===== config.mk =====
export PLATFORM = sky130hd
export DESIGN_NAME = ppm_p6_header_parser_flat
export DESIGN_NICKNAME = d
export VERILOG_FILES = /design/src/rtl/pph_pkg.sv /design/src/rtl/pph_byte_if.sv /design/src/rtl/pph_hdr_if.sv /design/src/rtl/pph_input_stage.sv /design/src/rtl/pph_parser_core.sv /design/src/rtl/ppm_p6_header_parser.sv /design/src/flat_wrapper.sv
export SDC_FILE = /design/constraint.sdc
export NUM_CORES = 1
export LEC_CHECK = 0
export BUFFER_PORTS_ARGS = -buffer_cell sky130_fd_sc_hd__buf_2
export CORE_ASPECT_RATIO = 0.9
export CORE_MARGIN = 3
export CORE_UTILIZATION = 35
export DETAILED_ROUTE_END_ITERATION = 6
export PLACE_DENSITY_LB_ADDON = 0.08
export SLEW_MARGIN = 0
export SYNTH_ARGS = -nofsm -noshare
export SYNTH_HDL_FRONTEND = slang
export SYNTH_SLANG_ARGS = --single-unit

===== constraint.sdc =====
create_clock -name clk -period 9 [get_ports clk]
set_clock_uncertainty 0.15 [all_clocks]
set_input_delay 1.8 -clock clk [delete_from_list [all_inputs] [get_ports clk]]
set_output_delay 1.8 -clock clk [all_outputs]
set_load 0.02 [all_outputs]

===== src/rtl/pph_pkg.sv =====
// Shared types, character codes and arithmetic helpers for the P6 header parser.
// Depends on nothing; every module of the block imports it.
`default_nettype none

package pph_pkg;

	localparam int unsigned NUM_BITS = 32;
	localparam int unsigned MAXVAL_BITS = 16;
	localparam int unsigned HDR_LEN_BITS = 16;

	localparam logic [7:0] CHAR_P     = 8'h50;
	localparam logic [7:0] CHAR_SIX   = 8'h36;
	localparam logic [7:0] CHAR_HASH  = 8'h23;
	localparam logic [7:0] CHAR_LF    = 8'h0A;
	localparam logic [7:0] CHAR_TAB   = 8'h09;
	localparam logic [7:0] CHAR_CR    = 8'h0D;
	localparam logic [7:0] CHAR_SPACE = 8'h20;
	localparam logic [7:0] CHAR_ZERO  = 8'h30;
	localparam logic [7:0] CHAR_NINE  = 8'h39;

	localparam logic [1:0] FIELD_WIDTH  = 2'd0;
	localparam logic [1:0] FIELD_HEIGHT = 2'd1;
	localparam logic [1:0] FIELD_MAXVAL = 2'd2;
	localparam logic [1:0] FIELD_FULL   = 2'd3;

	typedef struct packed {
		logic [7:0] data_byte;
		logic       first_byte;
		logic       last_byte;
	} byte_item_t;

	typedef struct packed {
		logic                      error;
		logic [NUM_BITS-1:0]       image_width;
		logic [NUM_BITS-1:0]       image_height;
		logic [MAXVAL_BITS-1:0]    max_value;
		logic [HDR_LEN_BITS-1:0]   header_length;
	} hdr_result_t;

	function automatic logic is_space(input logic [7:0] c);
		return (c inside {CHAR_SPACE, [CHAR_TAB:CHAR_CR]});
	endfunction

	function automatic logic is_digit(input logic [7:0] c);
		return (c inside {[CHAR_ZERO:CHAR_NINE]});
	endfunction

	// acc * 10 + digit, saturating at the all-ones value.
	function automatic logic [NUM_BITS-1:0] acc_step(input logic [NUM_BITS-1:0] acc,
			input logic [7:0] c);
		logic [NUM_BITS+3:0] wide;
		logic [7:0]          digit;
		digit = c - CHAR_ZERO;
		wide = ({4'b0000, acc} << 3) + ({4'b0000, acc} << 1)
			+ (NUM_BITS+4)'(digit[3:0]);
		return (wide[NUM_BITS+3:NUM_BITS] != 4'b0000) ? {NUM_BITS{1'b1}}
			: wide[NUM_BITS-1:0];
	endfunction

	function automatic logic [MAXVAL_BITS-1:0] sat_maxval(input logic [NUM_BITS-1:0] v);
		return (v[NUM_BITS-1:MAXVAL_BITS] != '0) ? {MAXVAL_BITS{1'b1}}
			: v[MAXVAL_BITS-1:0];
	endfunction

endpackage

`default_nettype wire


===== src/rtl/pph_byte_if.sv =====
// Byte stream channel of the P6 header parser: valid/ready plus one file byte
// and its framing marks. No dependencies.
`default_nettype none

interface pph_byte_if;
	logic       valid;
	logic       ready;
	logic [7:0] data_byte;
	logic       first_byte;
	logic       last_byte;

	modport source(output valid, output data_byte, output first_byte, output last_byte,
		input ready);
	modport sink(input valid, input data_byte, input first_byte, input last_byte,
		output ready);
endinterface

`default_nettype wire


===== src/rtl/pph_hdr_if.sv =====
// Result channel of the P6 header parser: valid/ready plus the parsed header.
// No dependencies.
`default_nettype none

interface pph_hdr_if;
	logic        valid;
	logic        ready;
	logic        error;
	logic [31:0] image_width;
	logic [31:0] image_height;
	logic [15:0] max_value;
	logic [15:0] header_length;

	modport source(output valid, output error, output image_width, output image_height,
		output max_value, output header_length, input ready);
	modport sink(input valid, input error, input image_width, input image_height,
		input max_value, input header_length, output ready);
endinterface

`default_nettype wire


===== src/rtl/pph_input_stage.sv =====
// Input register of the P6 header parser: holds one byte until the parser
// consumes it. Depends on pph_pkg.
`default_nettype none

module pph_input_stage (
	input  wire logic               clk,
	input  wire logic               arst_n,
	input  wire logic               in_valid,
	output logic                    in_ready,
	input  wire pph_pkg::byte_item_t in_item,
	input  wire logic               drain,
	output logic                    valid_s1,
	output pph_pkg::byte_item_t     item_s1
);
	import pph_pkg::*;

	logic take;

	// The held byte leaves whenever the downstream side can absorb a result.
	assign in_ready = !valid_s1 || drain;
	assign take = in_valid && in_ready;

	always_ff @(posedge clk or negedge arst_n) begin
		if (!arst_n) begin
			valid_s1 <= 1'b0;
		end else if (take) begin
			valid_s1 <= 1'b1;
		end else if (drain) begin
			valid_s1 <= 1'b0;
		end
	end

	always_ff @(posedge clk) begin
		if (take) begin
			item_s1 <= in_item;
		end
	end

endmodule

`default_nettype wire


===== src/rtl/pph_parser_core.sv =====
// Parser state and per-byte step of the P6 header parser: signature check,
// comment skipping and the decimal accumulator. Depends on pph_pkg.
`default_nettype none

module pph_parser_core #(
	parameter int unsigned LENGTH_BITS = 16
) (
	input  wire logic                clk,
	input  wire logic                arst_n,
	input  wire logic                step_en,
	input  wire pph_pkg::byte_item_t item,
	output logic                     emit,
	output pph_pkg::hdr_result_t     result
);
	import pph_pkg::*;

	typedef enum logic [2:0] {
		PH_SIG0,
		PH_SIG1,
		PH_SIG2,
		PH_SCAN,
		PH_COMMENT,
		PH_NUMBER,
		PH_DONE
	} phase_t;

	phase_t                  phase_q, ph;
	logic [1:0]              field_q, fi;
	logic [NUM_BITS-1:0]     acc_q, acc, value;
	logic [NUM_BITS-1:0]     width_q, wd;
	logic [NUM_BITS-1:0]     height_q, ht;
	logic [LENGTH_BITS-1:0]  count_q, cnt;
	logic [MAXVAL_BITS-1:0]  maxval;
	logic                    err;
	logic [7:0]              c;

	always_comb begin
		c = item.data_byte;
		ph = item.first_byte ? PH_SIG0 : phase_q;
		fi = item.first_byte ? FIELD_WIDTH : field_q;
		acc = item.first_byte ? '0 : acc_q;
		wd = item.first_byte ? '0 : width_q;
		ht = item.first_byte ? '0 : height_q;
		cnt = item.first_byte ? '0 : count_q;
		value = '0;
		maxval = '0;
		emit = 1'b0;
		err = 1'b0;

		if (ph != PH_DONE) begin
			if (cnt != {LENGTH_BITS{1'b1}}) begin
				cnt = cnt + LENGTH_BITS'(1);
			end
			case (ph)
				PH_SIG0: begin
					if (c != CHAR_P) begin
						emit = 1'b1;
						err = 1'b1;
					end else begin
						ph = PH_SIG1;
					end
				end
				PH_SIG1: begin
					if (c != CHAR_SIX) begin
						emit = 1'b1;
						err = 1'b1;
					end else begin
						ph = PH_SIG2;
					end
				end
				PH_SIG2: begin
					if (!is_space(c)) begin
						emit = 1'b1;
						err = 1'b1;
					end else begin
						ph = PH_SCAN;
					end
				end
				PH_COMMENT: begin
					if (c == CHAR_LF) begin
						ph = PH_SCAN;
					end
				end
				PH_SCAN, PH_NUMBER: begin
					if (is_digit(c)) begin
						acc = acc_step(acc, c);
						ph = PH_NUMBER;
						// Maxval digits running into the last byte still finish the header.
						if (item.last_byte && fi == FIELD_MAXVAL) begin
							maxval = sat_maxval(acc);
							acc = '0;
							fi = FIELD_FULL;
							emit = 1'b1;
						end
					end else begin
						if (ph == PH_NUMBER) begin
							ph = PH_SCAN;
							value = acc;
							acc = '0;
							// A zero width or height leaves the field open for the next number.
							if (fi == FIELD_WIDTH) begin
								if (value != '0) begin
									wd = value;
									fi = FIELD_HEIGHT;
								end
							end else if (fi == FIELD_HEIGHT) begin
								if (value != '0) begin
									ht = value;
									fi = FIELD_MAXVAL;
								end
							end else begin
								maxval = sat_maxval(value);
								fi = FIELD_FULL;
								emit = 1'b1;
							end
						end
						if (!emit && c == CHAR_HASH) begin
							ph = PH_COMMENT;
						end
					end
				end
				default: begin
				end
			endcase
			if (!emit && item.last_byte) begin
				emit = 1'b1;
				err = 1'b1;
			end
			if (emit) begin
				ph = PH_DONE;
			end
		end

		result.error = err;
		result.image_width = err ? '0 : wd;
		result.image_height = err ? '0 : ht;
		result.max_value = err ? '0 : maxval;
		result.header_length = err ? '0 : HDR_LEN_BITS'(cnt);
	end

	always_ff @(posedge clk or negedge arst_n) begin
		if (!arst_n) begin
			phase_q <= PH_SIG0;
			field_q <= FIELD_WIDTH;
			acc_q <= '0;
			width_q <= '0;
			height_q <= '0;
			count_q <= '0;
		end else if (step_en) begin
			phase_q <= ph;
			field_q <= fi;
			acc_q <= acc;
			width_q <= wd;
			height_q <= ht;
			count_q <= cnt;
		end
	end

endmodule

`default_nettype wire


===== src/rtl/ppm_p6_header_parser.sv =====
// Top level of the P6 header parser: input register, parser step and result
// register. Depends on pph_pkg, pph_byte_if, pph_hdr_if and the pph_* modules.
`default_nettype none

// Binary PPM header parser. Bytes of a file arrive one per transfer, with
// first_byte restarting the parser and last_byte closing the file; one byte is
// taken every cycle unless a waiting result stalls it, and the only loop is
// the state update through the multiply-by-ten add of the decimal accumulator.
// Each file yields exactly one result transfer after the byte that decides it:
// the width, height, maxval and header length (counting the byte that ends
// maxval, saturating at 2^LENGTH_BITS - 1 and reported in 16 bits),
// or an error with all fields zero for a bad signature or a file that ends
// before maxval. Bytes after the result are dropped until the next first_byte.
// The result register lets the next byte be taken while a result still waits.
module ppm_p6_header_parser #(
	parameter int unsigned LENGTH_BITS = 16
) (
	input wire logic  clk,
	input wire logic  arst_n,
	pph_byte_if.sink  bytes,
	pph_hdr_if.source hdr
);
	import pph_pkg::*;

	byte_item_t  in_item, item_s1;
	hdr_result_t res, hdr_q;
	logic        valid_s1, drain, step_en, emit, out_valid_q;

	assign in_item = '{data_byte: bytes.data_byte, first_byte: bytes.first_byte,
		last_byte: bytes.last_byte};

	// A byte may be consumed whenever the result register is empty or emptying.
	assign drain = !out_valid_q || hdr.ready;
	assign step_en = valid_s1 && drain;

	pph_input_stage u_input (
		.clk      (clk),
		.arst_n   (arst_n),
		.in_valid (bytes.valid),
		.in_ready (bytes.ready),
		.in_item  (in_item),
		.drain    (drain),
		.valid_s1 (valid_s1),
		.item_s1  (item_s1)
	);

	pph_parser_core #(
		.LENGTH_BITS(LENGTH_BITS)
	) u_core (
		.clk     (clk),
		.arst_n  (arst_n),
		.step_en (step_en),
		.item    (item_s1),
		.emit    (emit),
		.result  (res)
	);

	always_ff @(posedge clk or negedge arst_n) begin
		if (!arst_n) begin
			out_valid_q <= 1'b0;
		end else if (step_en && emit) begin
			out_valid_q <= 1'b1;
		end else if (hdr.ready) begin
			out_valid_q <= 1'b0;
		end
	end

	always_ff @(posedge clk) begin
		if (step_en && emit) begin
			hdr_q <= res;
		end
	end

	assign hdr.valid = out_valid_q;
	assign hdr.error = hdr_q.error;
	assign hdr.image_width = hdr_q.image_width;
	assign hdr.image_height = hdr_q.image_height;
	assign hdr.max_value = hdr_q.max_value;
	assign hdr.header_length = hdr_q.header_length;

`ifndef NO_ASSERTIONS
	a_emit_loads: assert property (@(posedge clk) disable iff (!arst_n)
		step_en && emit |=> out_valid_q)
		else $error("parser result was not captured in the result register");

	a_error_zero: assert property (@(posedge clk) disable iff (!arst_n)
		out_valid_q && hdr_q.error |-> hdr_q.image_width == '0
			&& hdr_q.image_height == '0 && hdr_q.max_value == '0
			&& hdr_q.header_length == '0)
		else $error("error result carries nonzero header fields");

	a_dims_set: assert property (@(posedge clk) disable iff (!arst_n)
		out_valid_q && !hdr_q.error |-> hdr_q.image_width != '0
			&& hdr_q.image_height != '0)
		else $error("header result emitted with width or height unset");
`endif

endmodule

`default_nettype wire

===== src/flat_wrapper.sv =====
// flat-port wrapper written by rule: the top's interface ports become plain ports
module ppm_p6_header_parser_flat import pph_pkg::*;
#(
	parameter int unsigned LENGTH_BITS = 16
)
  (clk, arst_n, bytes_valid, bytes_data_byte, bytes_first_byte, bytes_last_byte, bytes_ready, hdr_valid, hdr_error, hdr_image_width, hdr_image_height, hdr_max_value, hdr_header_length, hdr_ready);
  pph_byte_if bytes_i ();
  pph_hdr_if hdr_i ();
  input wire logic clk;
  input wire logic arst_n;
  input wire logic [$bits(bytes_i.valid)-1:0] bytes_valid;
  input wire logic [$bits(bytes_i.data_byte)-1:0] bytes_data_byte;
  input wire logic [$bits(bytes_i.first_byte)-1:0] bytes_first_byte;
  input wire logic [$bits(bytes_i.last_byte)-1:0] bytes_last_byte;
  output wire logic [$bits(bytes_i.ready)-1:0] bytes_ready;
  output wire logic [$bits(hdr_i.valid)-1:0] hdr_valid;
  output wire logic [$bits(hdr_i.error)-1:0] hdr_error;
  output wire logic [$bits(hdr_i.image_width)-1:0] hdr_image_width;
  output wire logic [$bits(hdr_i.image_height)-1:0] hdr_image_height;
  output wire logic [$bits(hdr_i.max_value)-1:0] hdr_max_value;
  output wire logic [$bits(hdr_i.header_length)-1:0] hdr_header_length;
  input wire logic [$bits(hdr_i.ready)-1:0] hdr_ready;
  assign bytes_i.valid = bytes_valid;
  assign bytes_i.data_byte = bytes_data_byte;
  assign bytes_i.first_byte = bytes_first_byte;
  assign bytes_i.last_byte = bytes_last_byte;
  assign bytes_ready = bytes_i.ready;
  assign hdr_valid = hdr_i.valid;
  assign hdr_error = hdr_i.error;
  assign hdr_image_width = hdr_i.image_width;
  assign hdr_image_height = hdr_i.image_height;
  assign hdr_max_value = hdr_i.max_value;
  assign hdr_header_length = hdr_i.header_length;
  assign hdr_i.ready = hdr_ready;
  ppm_p6_header_parser #(.LENGTH_BITS(LENGTH_BITS)) u_core (.clk(clk), .arst_n(arst_n), .bytes(bytes_i), .hdr(hdr_i));
endmodule

Word level (Yosys, flattened, before mapping):

Cells that the tools add are included.

* flip-flop bits (word level): 226
* input port bits: 14
* output and inout bits: 99
* word-level logic and storage cells: 141

* add/sub/neg operators: 4
* magnitude comparators: 4
* eq/ne operators: 14
* multiplexer cells: 76
* bitwise logic cells: 2
* reductions and logical operators: 25

Operator list (number)
* 32-bit two-way mux: 22
* 16-bit two-way mux: 10
* 35-bit by 33-bit adder with 36-bit output: 1
* 36-bit by 4-bit adder with 36-bit output: 1
* 16-bit nonzero test: 2
* 32-bit nonzero test: 1
* 3-bit two-way mux: 10
* 1-bit two-way mux: 21
* 2-bit two-way mux: 10
* 16-bit by 1-bit adder with 16-bit output (second input constant): 1
* 8-bit by 6-bit equality test with 1-bit output (second input constant): 2
* 16-bit != test (second input constant): 1
* 3-bit one-hot mux with 5 select lines: 1
* 8-bit by 4-bit equality test with 1-bit output (second input constant): 1
* 8-bit by 4-bit greater-or-equal comparator with 1-bit output (second input constant): 1
* 8-bit by 6-bit greater-or-equal comparator with 1-bit output (second input constant): 1
* 8-bit by 4-bit <= comparator with 1-bit output (second input constant): 1
* 8-bit by 6-bit <= comparator with 1-bit output (second input constant): 1
* 1-bit logical AND: 8
* 8-bit by 6-bit != test with 1-bit output (second input constant): 1
* 8-bit by 7-bit != test with 1-bit output (second input constant): 1
* 3-bit by 2-bit equality test with 1-bit output (second input constant): 2
* 3-bit equality test (second input constant): 2
* 2-bit nonzero test: 3
* 15 further kinds: 20

Longest topological paths before layout:

Gate-level depths: netlist of run 1.

* depth after elaboration: 18
* mapped depth: 19
* mapped depth without buffers: 16

By module:

Synthesis of run 1 repeated with hierarchy kept, for this count alone.

* cell total of the unflattened synthesis: 1361
* area total of the unflattened synthesis: 13386.6 um2

Modules (own cells, without submodules)
* pph_parser_core: instances 1, cells an instance 1244, area each 10050.9 um2, seq. area each 2927.8 um2
* ppm_p6_header_parser: instances 1, cells an instance 103, area each 2981.6 um2, seq. area each 2937.8 um2
* pph_input_stage: instances 1, cells an instance 14, area each 354.1 um2, seq. area each 325.3 um2

Worst setup path before layout of run 1:

Ideal clock, no wire load.

* path kind: input port to flip-flop
* start point: input port hdr_ready
* end point: register u_core.hdr_q, in the netlist u_core.hdr.error (enable)
* library setup time: 0.671 ns
* arrival: 9.018 ns
* data required time: 8.179 ns
* setup slack: -0.839 ns
* cell stages on the path: 5
* buffers on the path: 2
* cell sequence: nand2b_1 nand2_1 clkbuf_1 clkbuf_1 nor3_1

* cells in the longest elaborated chain, start to end: 3

RTL lines
* from (decl): line flat_wrapper.sv:22 `input wire logic [$bits(hdr_i.ready)-1:0] hdr_ready;`
* 1-bit logical OR: line ppm_p6_header_parser.sv:33 `assign drain = !out_valid_q || hdr.ready;`
* 1-bit logical AND: line ppm_p6_header_parser.sv:34 `assign step_en = valid_s1 && drain;`
* 1-bit logical AND: line ppm_p6_header_parser.sv:69 `if (step_en && emit) begin`
* to (signal assigned): line ppm_p6_header_parser.sv:70 `hdr_q <= res;`
* to (decl): line ppm_p6_header_parser.sv:26 `hdr_result_t res, hdr_q;`

Every way passes these cells.
A chain may end at the register's enable or synchronous reset.

Worst setup path in the final report of run 1:

* start point: register u_core.u_input.item_s1[1] (netlist name)
* end point: register u_core.hdr_q, in the netlist u_core.hdr.max_value[10] (data pin)

* cells in the longest elaborated chain, start to end: 16
* elaborated cells on any way between the ends: 45
* classes of those cells: 2 x add/sub; 7 x eq/ne; 24 x mux; 2 x bitwise; 10 x reduce/logical

RTL lines
* branches (longest 16 deep; another with 35-bit by 33-bit adder with 36-bit output)

Several ways; the timed one is not identified. The select of a mux whose other input is x is not followed.

==> reports/summary.txt, run 1 <==
Outcome: completed
Worst r2r src: u_core.u_input.item_s1[1]$_DFFE_PP_
Total clock sinks: 226
Post-synthesis instance area: 13300 µm²
Multi-input logic area: 6700 µm²
Synth async-reset ratio: 52.7%
Clock insertion delay at the later pin of the skew report: 0.52 ns
Cell with the most instances after synthesis: nand2_1
Fmax: 0.171 GHz
Worst Setup End Kind: flop
Final setup fails: 0
Crit path required time: 9.06 ns
Hold crit path type: flop to flop
Final Instance Area: 15000 µm²
Top cells by area, synth: edfxtp_1 (24%), dfrtp_1 (22%), nand2_1 (8.3%)
Worst-path clk slew: 0.06 ns
Max-Cap Viols: 0
Top-area cell type share of the netlist area: 24.1%
Post-route clock period utilization: 64.8%
CTS tree: built
DP Area: 14300 µm²
Final Hold Vio Count: 0
Sequential cell area: 6190 µm²
Flop and latch count out of synthesis: 226
Cts repair resizes: 0
First-pass GRT wire length: 63.4 mm
Initial antenna violation count: 1
Main flop type after synthesis: dfrtp_1
Setup TNS: 0 ns
Overall die area: 40400 µm²
Rows: 67
Share of cells above drive strength 1: 10.8%
Placer Congestion: 0.927
CTS root buffer: clkbuf_16
Syn-to-layout area delta: 12.8%
Hold Path End: u_core.u_core.count_q[0]$_DFFE_PN0P_
Die Width: 212 µm
Initial core utilization: 35.6%
Vias in the first global route: 10800
CP Class: flop to flop
Cts bufs inserted: 26
Fin cells: 2061
# diodes: 0
CP arrival: 5.90 ns
GRT Util Overall: 19.7%
Seq/Total Area, Yosys: 46.5%
Worst rel slew slack: 15.8%
Min Tclk post-route: 5.83 ns
Max-slew violation count: 0
Peak supply drop: 0.000123 V
Wirelength, routed: 40.6 mm
Syn Nets: 1566
I/O pin cnt: 113
Global route overflow: 0
Clk buf depth: 3
RSZ-0062 raised after global routing: no
Starting DRC count in detailed routing: 902
Library cells used by synthesis: 69
Leak: 6.16 nW
Crit path max fanout: 75
Syn avg cell area: 8.96 µm²
Routed Antenna Nets: 0
Critical R2R Capture: u_core.hdr.max_value[10]$_SDFFCE_PP0P_
R2R cell count: 14
Post-Synthesis Cells: 1486
DRT Pass-1 Iters: 5
Drt drc: 0
Synth area leader: edfxtp_1
Die height: 191 µm
Synth cell count leaders: nand2_1 (293), a21oi_1 (134), o21ai_0 (125), dfrtp_1 (119), nor2_1 (115)
EDFF count, synth: 107
Ys Warns: 0
Cts hold-fix bufs: 0
Postcts setup bufs: 0
Drt wl/cell: 19.7 µm
Core Box Area: 37400 µm²
Largest net degree at the start of global routing: 78
Fill cell count: 3752
Worst setup SP type: flop
DP HPWL: 28.2 mm
Placed Cells: 2013
Least-Margin Pin Slew: 1.25 ns
Power Density: 223 nW/µm²
Vias per cell: 5.48
Final nets: 1638
H-tree levels: 1
Routed via count: 11300
Hold path start: u_core.u_core.count_q[0]$_DFFE_PN0P_
Buffers on Ports: 112
Internal reg-to-reg setup slack: 3.17 ns
Hold Path Stages: 2
==> worst max-delay path, cell delays in order, from the launching register on <==
cell      delay, ns
edfxtp_1       0.32
buf_4          0.50
buf_4          0.70
nor2b_1        0.24
ha_1           0.35
ha_1           0.49
a21oi_1        0.18
o21ai_0        0.30
o311ai_0       0.19
a21oi_1        0.29
nor2_1         0.11
o21ai_0        0.20
xor2_1         0.16
nor4_4         0.95
a32oi_1        0.22
==> sequential cells by signal, summed over array words and instances (netlist names) <==
register / count
u_core.hdr.valid: 1
u_core.hdr.image_width: 32
u_core.hdr.error: 1
u_core.u_input.item_s1: 10
u_core.hdr.image_height: 32
u_core.u_core.count_q: 16
u_core.u_input.valid_s1: 1
u_core.u_core.width_q: 32
u_core.u_core.field_q: 2
u_core.u_core.acc_q: 32
u_core.hdr.max_value: 16
u_core.u_core.phase_q: 3
u_core.u_core.height_q: 32
u_core.hdr.header_length: 16
==> routing by layer <==
layer,vias up,wire length (µm),global-route usage [%]
li1,5462,-,-
met1,5518,20500,30.3
met2,268,17700,30.0
met3,39,1770,1.90
met4,0,640,4.07
met5,-,0,0
==> report_power, final <==
| group | internal (mW) | total [mW] | switching, mW | leakage, nW |
|---|---|---|---|---|
| Combinational | 0.286 | 0.859 | 0.573 | 3.17 |
| Sequential | 1.40 | 1.53 | 0.136 | 2.63 |
| Clock | 0.550 | 0.957 | 0.407 | 0.363 |
| Total | 2.23 | 3.35 | 1.12 | 6.16 |
==> kinds of logic after synthesis <==
family | after synthesis | synth area share, %
DFF | 226 | 46.5
AOI/OAI and AO/OA | 450 | 20.2
muxes | 12 | 0.912
and+or+nand+nor | 586 | 19.9
buffers and inverters | 105 | 3.42
adders and majority gates | 66 | 6.32
xor gates and xnor gates | 41 | 2.70
==> through the flow <==
| stage | utilization, % | worst slack, ns | hold WS (ns) | total power, mW |
|---|---|---|---|---|
| 6_report | 40.2 | 3.17 | 0.318 | 3.35 |
| 5_1_grt | 40.2 | 2.74 | 0.347 | 3.56 |
| 4_1_cts | 40.2 | 3.23 | 0.326 | 3.39 |
| 3_5_place_dp | 38.1 | 3.23 | 0.313 | 2.42 |
| 3_3_place_gp | 38.1 | 3.32 | 0.311 | 2.40 |
| 2_1_floorplan | - | 2.14 | 0.292 | 2.16 |
==> final cells by class <==
class	count	area share (%)
Tap cell	483	4.02
Clock buffer	41	4.85
Timing Repair Buffer	126	4.53
Sequential cell	226	41.2
Clock inverter	7	0.183
Multi-Input combinational cell	1155	44.6
Inverter	23	0.575
==> worst max-delay path by stage <==
stage,startpoint,endpoint,slack (ns),depth (start not counted)
3_3_place_gp,u_core.u_input.item_s1[1]$_DFFE_PP_,u_core.u_core.acc_q[24]$_DFFE_PN0P_,3.32,15
5_1_grt,u_core.u_input.item_s1[1]$_DFFE_PP_,u_core.hdr.max_value[11]$_SDFFCE_PP0P_,2.74,14
2_1_floorplan,hdr_ready,u_core.hdr.error$_DFFE_PP_,2.14,5
3_5_place_dp,u_core.u_input.item_s1[1]$_DFFE_PP_,u_core.hdr.max_value[8]$_SDFFCE_PP0P_,3.23,15
6_report,u_core.u_input.item_s1[1]$_DFFE_PP_,u_core.hdr.max_value[10]$_SDFFCE_PP0P_,3.17,14
4_1_cts,u_core.u_input.item_s1[1]$_DFFE_PP_,u_core.hdr.max_value[8]$_SDFFCE_PP0P_,3.23,15
==> placed cells by master (no fill, tap or decap), drive strengths merged, types with 4 or more instances in the layout <==
master | netlist | final
nor3b | 12 | 12
nand2 | 293 | 293
xor2 | 15 | 15
o21bai | 5 | 5
o21ai | 163 | 163
nand2b | 9 | 9
a32oi | 6 | 6
a21boi | 67 | 67
nor3 | 27 | 27
mux2i | 11 | 11
o21a | 6 | 6
nor2 | 115 | 115
a22oi | 5 | 5
ha | 64 | 64
a211oi | 4 | 4
nor2b | 39 | 39
nor4 | 21 | 21
and2 | 5 | 5
buf | 32 | 126
xnor2 | 26 | 26
a31oi | 8 | 8
nand3 | 16 | 16
edfxtp | 107 | 107
a21oi | 134 | 134
o211ai | 9 | 9
clkbuf | 50 | 41
dfrtp | 119 | 119
clkinv | 0 | 7
inv | 23 | 23
and3 | 17 | 17
a21o | 11 | 11
nand4 | 14 | 14
(Power assumes the default switching activity.)
==> inputs of run 2 (changes only) <==
--- a/config.mk
+++ b/config.mk
@@ -5,6 +5,7 @@
 export SDC_FILE = /design/constraint.sdc
 export NUM_CORES = 1
 export LEC_CHECK = 0
+export ABC_AREA = 1
 export BUFFER_PORTS_ARGS = -buffer_cell sky130_fd_sc_hd__buf_2
 export CORE_ASPECT_RATIO = 0.9
 export CORE_MARGIN = 3
==> constraint.sdc (replaced) <==
create_clock -name clk -period 4.9 [get_ports clk]
set_clock_uncertainty 0.15 [all_clocks]
set_input_delay 0.98 -clock clk [delete_from_list [all_inputs] [get_ports clk]]
set_output_delay 0.98 -clock clk [all_outputs]
set_load 0.02 [all_outputs]
==> run 2 against run 1 <==
Wire length increased by 11%. Worst setup slack got worse by 3.0 ns. Critical endpoint is now u_core.hdr.max_value[4]$_SDFFCE_PP0P_. Highest routed layer unchanged. Area after synthesis grew 4.1%.
==> reports/summary.txt, run 2 <==
Ys Warns: 0 (unchanged)
Global route overflow: 0 (unchanged)
DP HPWL: 33.0 mm (+17%)
Syn Nets: 1886 (+20%)
Worst r2r src: u_core.u_input.item_s1[1]$_DFFE_PP_
Worst Setup End Kind: flop
Drt drc: 0 (unchanged)
DR WL met3: 2.19 mm (+24%)
Synth area leader: edfxtp_1
Fin cells: 2468 (+20%)
Clk buf depth: 3 (unchanged)
Rows: 68 (+1.5%)
Power Density: 518 nW/µm² (+130%)
Routed via count: 12400 (+10%)
Power, Total: 8.28 mW (+150%)
Vias per cell: 5.04 (-7.9%)
Placer Congestion: 0.947 (+2.1%)
Outcome: completed
Most frequent cells in the layout: nand2_1 (487), nor2_1 (217), inv_1 (216)
Peak supply drop: 0.000531 V (+330%)
Fill cell count: 3972 (+5.9%)
Worst-path clk slew: 0.06 ns (about the same)
Largest net degree at the start of global routing: 198 (+150%)
Met2 WL: 19.9 mm (+13%)
Combinational power share: 45.3% (+20 points)
Final nets: 2004 (+22%)
Vias in the first global route: 12000 (+11%)
Max-Cap Viols: 0 (unchanged)
Min Tclk post-route: 4.73 ns (-1.11 ns)
P_int: 4.62 mW (+110%)
Final Instance Area: 16000 µm² (+6.5%)
Routed Antenna Nets: 0 (unchanged)
Crit path max fanout: 16 (-79%)
Syn avg cell area: 7.67 µm² (-14%)
Top cells by area, synth: edfxtp_1 (23%), dfrtp_1 (21%), nand2_1 (13%)
Internal reg-to-reg setup slack: 0.17 ns (-2.99 ns)
Switch Pwr: 3.67 mW (+230%)
Clock insertion delay at the later pin of the skew report: 0.54 ns (+0.02 ns)
Cts bufs inserted: 25 (-3.8%)
Placed Cells: 2420 (+20%)
CTS tree: built
Initial antenna violation count: 0 (-1)
# diodes: 0 (unchanged)
Sequential power share: 31.1% (-15 points)
Cell with the most instances after synthesis: nand2_1
Die height: 195 µm (+1.9%)
Core Box Area: 38700 µm² (+3.5%)
Synth async-reset ratio: 52.7% (unchanged)
DRT Pass-1 Iters: 5 (unchanged)
Syn-to-layout area delta: 15.4%
Total clock sinks: 226 (unchanged)
R2R cell count: 20 (+6)
Flop and latch count out of synthesis: 226 (unchanged)
Final setup fails: 0 (unchanged)
Main flop type after synthesis: dfrtp_1
Wirelength, routed: 45.0 mm (+11%)
Starting DRC count in detailed routing: 1041 (+15%)
Hold crit path type: primary input to asynchronous set/reset pin
Seq/Total Area, Yosys: 44.7% (-1.8 points)
Max-slew violation count: 0 (unchanged)
DP Area: 15100 µm² (+6.0%)
CP Class: flop to flop
Initial core utilization: 35.8% (+0.18 points)
GRT Util Overall: 21.0% (+1.3 points)
Least-Margin Pin Slew: 1.20 ns (-0.0552 ns)
CP arrival: 4.83 ns (-1.07 ns)
I/O pin cnt: 113 (unchanged)
Worst setup path endpoint: u_core.hdr.max_value[4]$_SDFFCE_PP0P_
First-pass GRT wire length: 69.9 mm (+10%)
CTS root buffer: clkbuf_16
Share of cells above drive strength 1: 12.5% (+1.7 points)
Buffers on Ports: 112 (unchanged)
Clock power frac: 23.6% (-5.0 points)
RSZ-0062 raised after global routing: no
Top sig layer: met4
Drt wl/cell: 18.2 µm (-7.4%)
EDFF count, synth: 107 (unchanged)
Final Hold Vio Count: 0 (unchanged)
Commonest non-fill, non-tap cell in the layout: nand2_1
Top-area cell type share of the netlist area: 23.2% (-0.94 points)
Sw Ratio: 44.3% (+11 points)
Crit. Startpoint: u_core.u_input.item_s1[1]$_DFFE_PP_
Worst setup SP type: flop
Setup TNS: 0 ns (unchanged)
Post-Synthesis Cells: 1806 (+22%)
Die Width: 216 µm (+2.0%)
Fmax: 0.212 GHz (+23%)
Worst rel slew slack: 19.7% (+3.9 points)
Crit path required time: 5.01 ns (-4.05 ns)
Library cells used by synthesis: 48 (-30%)
Synth cell count leaders: nand2_1 (488), nor2_1 (220), inv_1 (218), dfrtp_1 (119), o21ai_0 (114)
Post-route clock period utilization: 96.5% (+32 points)
Wl on met1: 21.8 mm (+6.1%)
Leak: 7.63 nW (+24%)
H-tree levels: 1 (unchanged)
Overall die area: 42000 µm² (+3.9%)
Critical R2R Capture: u_core.hdr.max_value[4]$_SDFFCE_PP0P_
Post-synthesis instance area: 13900 µm² (+4.1%)
-- run 2: changes by cell type after synthesis, moves of 14 or more --
cell,previous run,this run
xnor2_1,26,8
nor2b_1,39,0
nand4_1,14,32
nand2_1,293,488
o21ai_1,37,54
a21oi_1,134,91
and3_1,17,1
nand3_1,16,71
a22oi_1,3,17
inv_1,23,218
a21boi_0,67,0
nor2_1,115,220
-- run 2: routing by layer --
metal	GRT usage (%)	vias to the layer above
li1	-	6153
met1	30.6	5855
met2	33.2	367
met3	2.67	67
met4	5.26	0
met5	0	-
-- run 2: area by class of cell --
class	count	area [µm²]	share of cell area, %
Clock buffer	32	692	4.33
Tap cell	525	657	4.11
Sequential cell	226	6190	38.7
Inverter	228	863	5.40
Multi-Input combinational cell	1279	6450	40.3
Timing Repair Buffer	164	978	6.12
Clock inverter	14	156	0.978
-- run 2: cell families (layout without fill, tap and decap cells) --
| group | Yosys count | after routing | synth area share [%] |
|---|---|---|---|
| flip-flops | 226 | 226 | 44.7 |
| AND/OR/NAND/NOR | 868 | 868 | 26.2 |
| AO/OA/AOI/OAI | 316 | 316 | 12.3 |
| buffers and inverters | 301 | 438 | 8.91 |
| adder cells (fa/ha/maj) | 66 | 66 | 6.07 |
| XOR/XNOR | 29 | 29 | 1.83 |
-- run 2: power by group through the flow --
stage	clock network, mW	registers [mW]	logic [mW]
after CTS	2.01	2.58	3.76
after global placement	0	2.62	3.76
after detailed placement	0	2.62	3.75
after floorplan	0	2.84	2.20
after global routing	2.08	2.62	4.13
final	1.96	2.58	3.75
-- run 2: how the worst min path moves through the flow --
stage,startpoint,end,slack (ns)
after floorplan,u_core.u_core.acc_q[0]$_DFFE_PN0P_,u_core.u_core.acc_q[0]$_DFFE_PN0P_,0.30
after global placement,u_core.u_core.height_q[18]$_DFFE_PN0P_,u_core.u_core.height_q[18]$_DFFE_PN0P_,0.31
after detailed placement,u_core.u_core.height_q[14]$_DFFE_PN0P_,u_core.u_core.height_q[14]$_DFFE_PN0P_,0.32
after CTS,u_core.u_core.acc_q[0]$_DFFE_PN0P_,u_core.u_core.acc_q[0]$_DFFE_PN0P_,0.33
after global routing,u_core.u_core.height_q[12]$_DFFE_PN0P_,u_core.u_core.height_q[12]$_DFFE_PN0P_,0.35
final,arst_n,u_core.u_core.height_q[6]$_DFFE_PN0P_,0.32
-- run 2: worst max-delay path, stage by stage (launching register included) --
cell	delay, ns
edfxtp_1	0.54
buf_4	0.27
nor2_2	0.42
ha_1	0.32
ha_1	0.38
nand2_1	0.15
nor2_1	0.28
inv_1	0.09
nor2_1	0.30
nand3b_1	0.27
nand4_1	0.17
nand2_1	0.13
inv_1	0.08
nand2_1	0.06
nor2_1	0.10
nand2_1	0.07
nor2_2	0.15
buf_4	0.25
nand4_1	0.10
nand2_1	0.08
a21oi_1	0.07
-- run 2: per-stage QoR --
step | utilization (%) | setup slack (ns) | hold WS, ns
finish | 41.3 | 0.173 | 0.324
CTS | 41.2 | 0.0164 | 0.332
floorplan | - | 0.532 | 0.299
global route | 41.3 | 0.0112 | 0.347
global placement | 39.0 | -0.0383 | 0.312
detailed placement | 39.0 | 0.0133 | 0.316
-- run 2: what timing repair did --
| action | in CTS | in global routing |
|---|---|---|
| gates resized for setup | 1 | 4 |
| setup endpoints to repair | 1 | 18 |
| setup buffers | 0 | 2 |
| pin swaps | 0 | 0 |
| hold buffers | 0 | 0 |
==> inputs of run 3 (changes only) <==
--- a/config.mk
+++ b/config.mk
@@ -5,7 +5,6 @@
 export SDC_FILE = /design/constraint.sdc
 export NUM_CORES = 1
 export LEC_CHECK = 0
-export ABC_AREA = 1
 export BUFFER_PORTS_ARGS = -buffer_cell sky130_fd_sc_hd__buf_2
 export CORE_ASPECT_RATIO = 0.9
 export CORE_MARGIN = 3
==> run 3 against run 2 <==
Worst hold slack got worse by 0.0019 ns. Utilization up 1.1 points. Power is 22% lower. Wire length decreased by 7.8%. Clock-buffer cell count increased by 5. Cell area fell by 0.81%. Fmax up 3.3%. Critical endpoint is now u_core.hdr.max_value[8]$_SDFFCE_PP0P_. Clock power grew 3%. Final cell count fell by 13%. Critical path type unchanged. Via count is 6.8% lower.
==> reports/summary.txt, run 3 (same netlist as run 1, synthesis figures left out) <==
R2R cell count: 14 (-30%)
Final Hold Vio Count: 0 (unchanged)
Final nets: 1727 (-14%)
Worst r2r src: u_core.u_input.item_s1[1]$_DFFE_PP_
Combinational power share: 25.0% (-20 points)
Routed Antenna Nets: 0 (unchanged)
DP HPWL: 29.7 mm (-10%)
Share of cells above drive strength 1: 16.2% (+3.7 points)
Crit path max fanout: 38 (+22)
Setup TNS: 0 ns (unchanged)
Core Box Area: 37400 µm² (-3.4%)
Peak supply drop: 0.000180 V (-66%)
Global route overflow: 0 (unchanged)
Met1 Resource Use GR: 32.3% (+1.7 points)
Leak: 6.71 nW (-12%)
Least-Margin Pin Slew: 1.14 ns (-0.0580 ns)
Clock power frac: 31.4% (+7.8 points)
RSZ-0062 raised after global routing: no
Buffers on Ports: 112 (unchanged)
Starting DRC count in detailed routing: 1069 (+2.7%)
Hold path start: u_core.u_core.count_q[0]$_DFFE_PN0P_
Vias per cell: 5.39 (+6.9%)
CP Class: flop to flop
Placer Congestion: 0.869 (-8.2%)
Met2 Resource Use GR: 30.5% (-2.8 points)
Fin cells: 2152 (-13%)
Worst rel slew slack: 23.8% (+4.1 points)
P_int: 4.31 mW (-6.7%)
CTS tree: built
Crit path required time: 5.04 ns (+0.03 ns)
Met3 Use GR: 2.13% (-0.54 points)
Power Density: 406 nW/µm² (-22%)
Largest net degree at the start of global routing: 63 (-68%)
Initial antenna violation count: 0 (unchanged)
Cts hold-fix bufs: 0 (unchanged)
Max-Cap Viols: 0 (unchanged)
Sequential power share: 43.6% (+13 points)
CTS root buffer: clkbuf_16
Final setup fails: 0 (unchanged)
Routed via count: 11600 (-6.8%)
I/O pin cnt: 113 (unchanged)
Overall die area: 40400 µm² (-3.8%)
Clock insertion delay at the later pin of the skew report: 0.56 ns (+0.02 ns)
Initial core utilization: 35.6% (-0.18 points)
Commonest non-fill, non-tap cell in the layout: nand2_1
Crit. Startpoint: u_core.u_input.item_s1[1]$_DFFE_PP_
Hold crit path type: flop to flop
Outcome: completed
First-pass GRT wire length: 65.9 mm (-5.7%)
Sw Ratio: 33.1% (-11 points)
Die height: 191 µm (-1.9%)
GRT Util Overall: 20.5% (-0.55 points)
Die Width: 212 µm (-1.9%)
H-tree levels: 1 (unchanged)
Critical R2R Capture: u_core.hdr.max_value[8]$_SDFFCE_PP0P_
Final worst slack: 0.325 ns (+0.152 ns)
Worst setup path endpoint: u_core.hdr.max_value[8]$_SDFFCE_PP0P_
CP arrival: 4.72 ns (-0.11 ns)
Max-slew violation count: 0 (unchanged)
Worst setup SP type: flop
Min Tclk post-route: 4.57 ns (-0.152 ns)
DRT Pass-1 Iters: 5 (unchanged)
Fmax: 0.219 GHz (+3.3%)
Internal reg-to-reg setup slack: 0.33 ns (+0.15 ns)
Total clock sinks: 226 (unchanged)
Syn-to-layout area delta: 19.1%
Worst Setup End Kind: flop
Rows: 67 (-1.5%)
Busiest grt layer: met1
Drt wl/cell: 19.3 µm (+5.8%)
Pre-CTS setup slack: 0.366 ns (+0.352 ns)
Drt drc: 0 (unchanged)
Clk buf depth: 3 (unchanged)
Cts bufs inserted: 27 (+8.0%)
Vias in the first global route: 11100 (-8.2%)
Post-route clock period utilization: 93.4% (-3.1 points)
Switch Pwr: 2.13 mW (-42%)
Most frequent cells in the layout: nand2_1 (292), a21oi_1 (134), o21ai_0 (125)
Placed Cells: 2101 (-13%)
Worst-path clk slew: 0.06 ns (about the same)
Wirelength, routed: 41.5 mm (-7.8%)
==> run 3: worst min path at each step <==
stage,endpoint,slack [ns],cells past startpoint
floorplan,u_core.u_core.count_q[0]$_DFFE_PN0P_,0.29,2
global placement,u_core.u_core.count_q[0]$_DFFE_PN0P_,0.31,2
detailed placement,u_core.u_core.count_q[0]$_DFFE_PN0P_,0.31,2
CTS,u_core.u_core.count_q[0]$_DFFE_PN0P_,0.33,2
global route,u_core.u_core.width_q[2]$_DFFE_PN0P_,0.35,2
finish,u_core.u_core.count_q[0]$_DFFE_PN0P_,0.32,2
==> run 3: per-layer routing <==
metal / vias up / routed length [µm]
met4: 0 / 697
met2: 247 / 17400
met1: 5651 / 21800
met3: 39 / 1580
met5: - / 0
li1: 5656 / -
==> run 3: critical path, cell delays in order (launching register included) <==
cell      delay (ns)
edfxtp_1        0.44
buf_4           0.29
nor2b_1         0.34
ha_1            0.29
ha_1            0.36
a21oi_1         0.29
nand2_1         0.08
o21ai_1         0.30
o21ai_2         0.20
o311a_1         0.37
or3_1           0.34
a21o_1          0.25
nor4_4          0.28
buf_12          0.19
a32oi_1         0.11
==> run 3: power by group through the flow <==
stage / combinational (mW) / sequential [mW] / clock, mW
floorplan: 0.905 / 3.05 / 0
global placement: 1.60 / 2.83 / 0
detailed placement: 1.63 / 2.84 / 0
CTS: 1.63 / 2.81 / 2.08
global route: 1.82 / 2.87 / 2.16
finish: 1.61 / 2.81 / 2.02
==> run 3: what timing repair did <==
item	in CTS	in global routing
endpoints found under the setup margin	0	3
buffers inserted	0	0
gates resized for setup	0	1
==> run 3: area by class of cell <==
cell class,count,area [µm²]
Clock inverter,13,159
Sequential cell,226,6190
Clock buffer,37,723
Tap cell,483,604
Antenna cell,1,2.50
Timing Repair Buffer,214,1390
Multi-Input combinational cell,1155,6700
Fill cell,3723,21500
Inverter,23,86.3
==> run 3: metrics by stage <==
stage / power (mW) / hold slack, ns / utilization, % / instance area (µm²)
2_1_floorplan: 3.95 / 0.292 / - / 13300
3_3_place_gp: 4.43 / 0.310 / 40.0 / 15000
3_5_place_dp: 4.47 / 0.314 / 40.0 / 15000
4_1_cts: 6.52 / 0.327 / 42.4 / 15900
5_1_grt: 6.85 / 0.350 / 42.4 / 15900
6_report: 6.44 / 0.322 / 42.4 / 15900
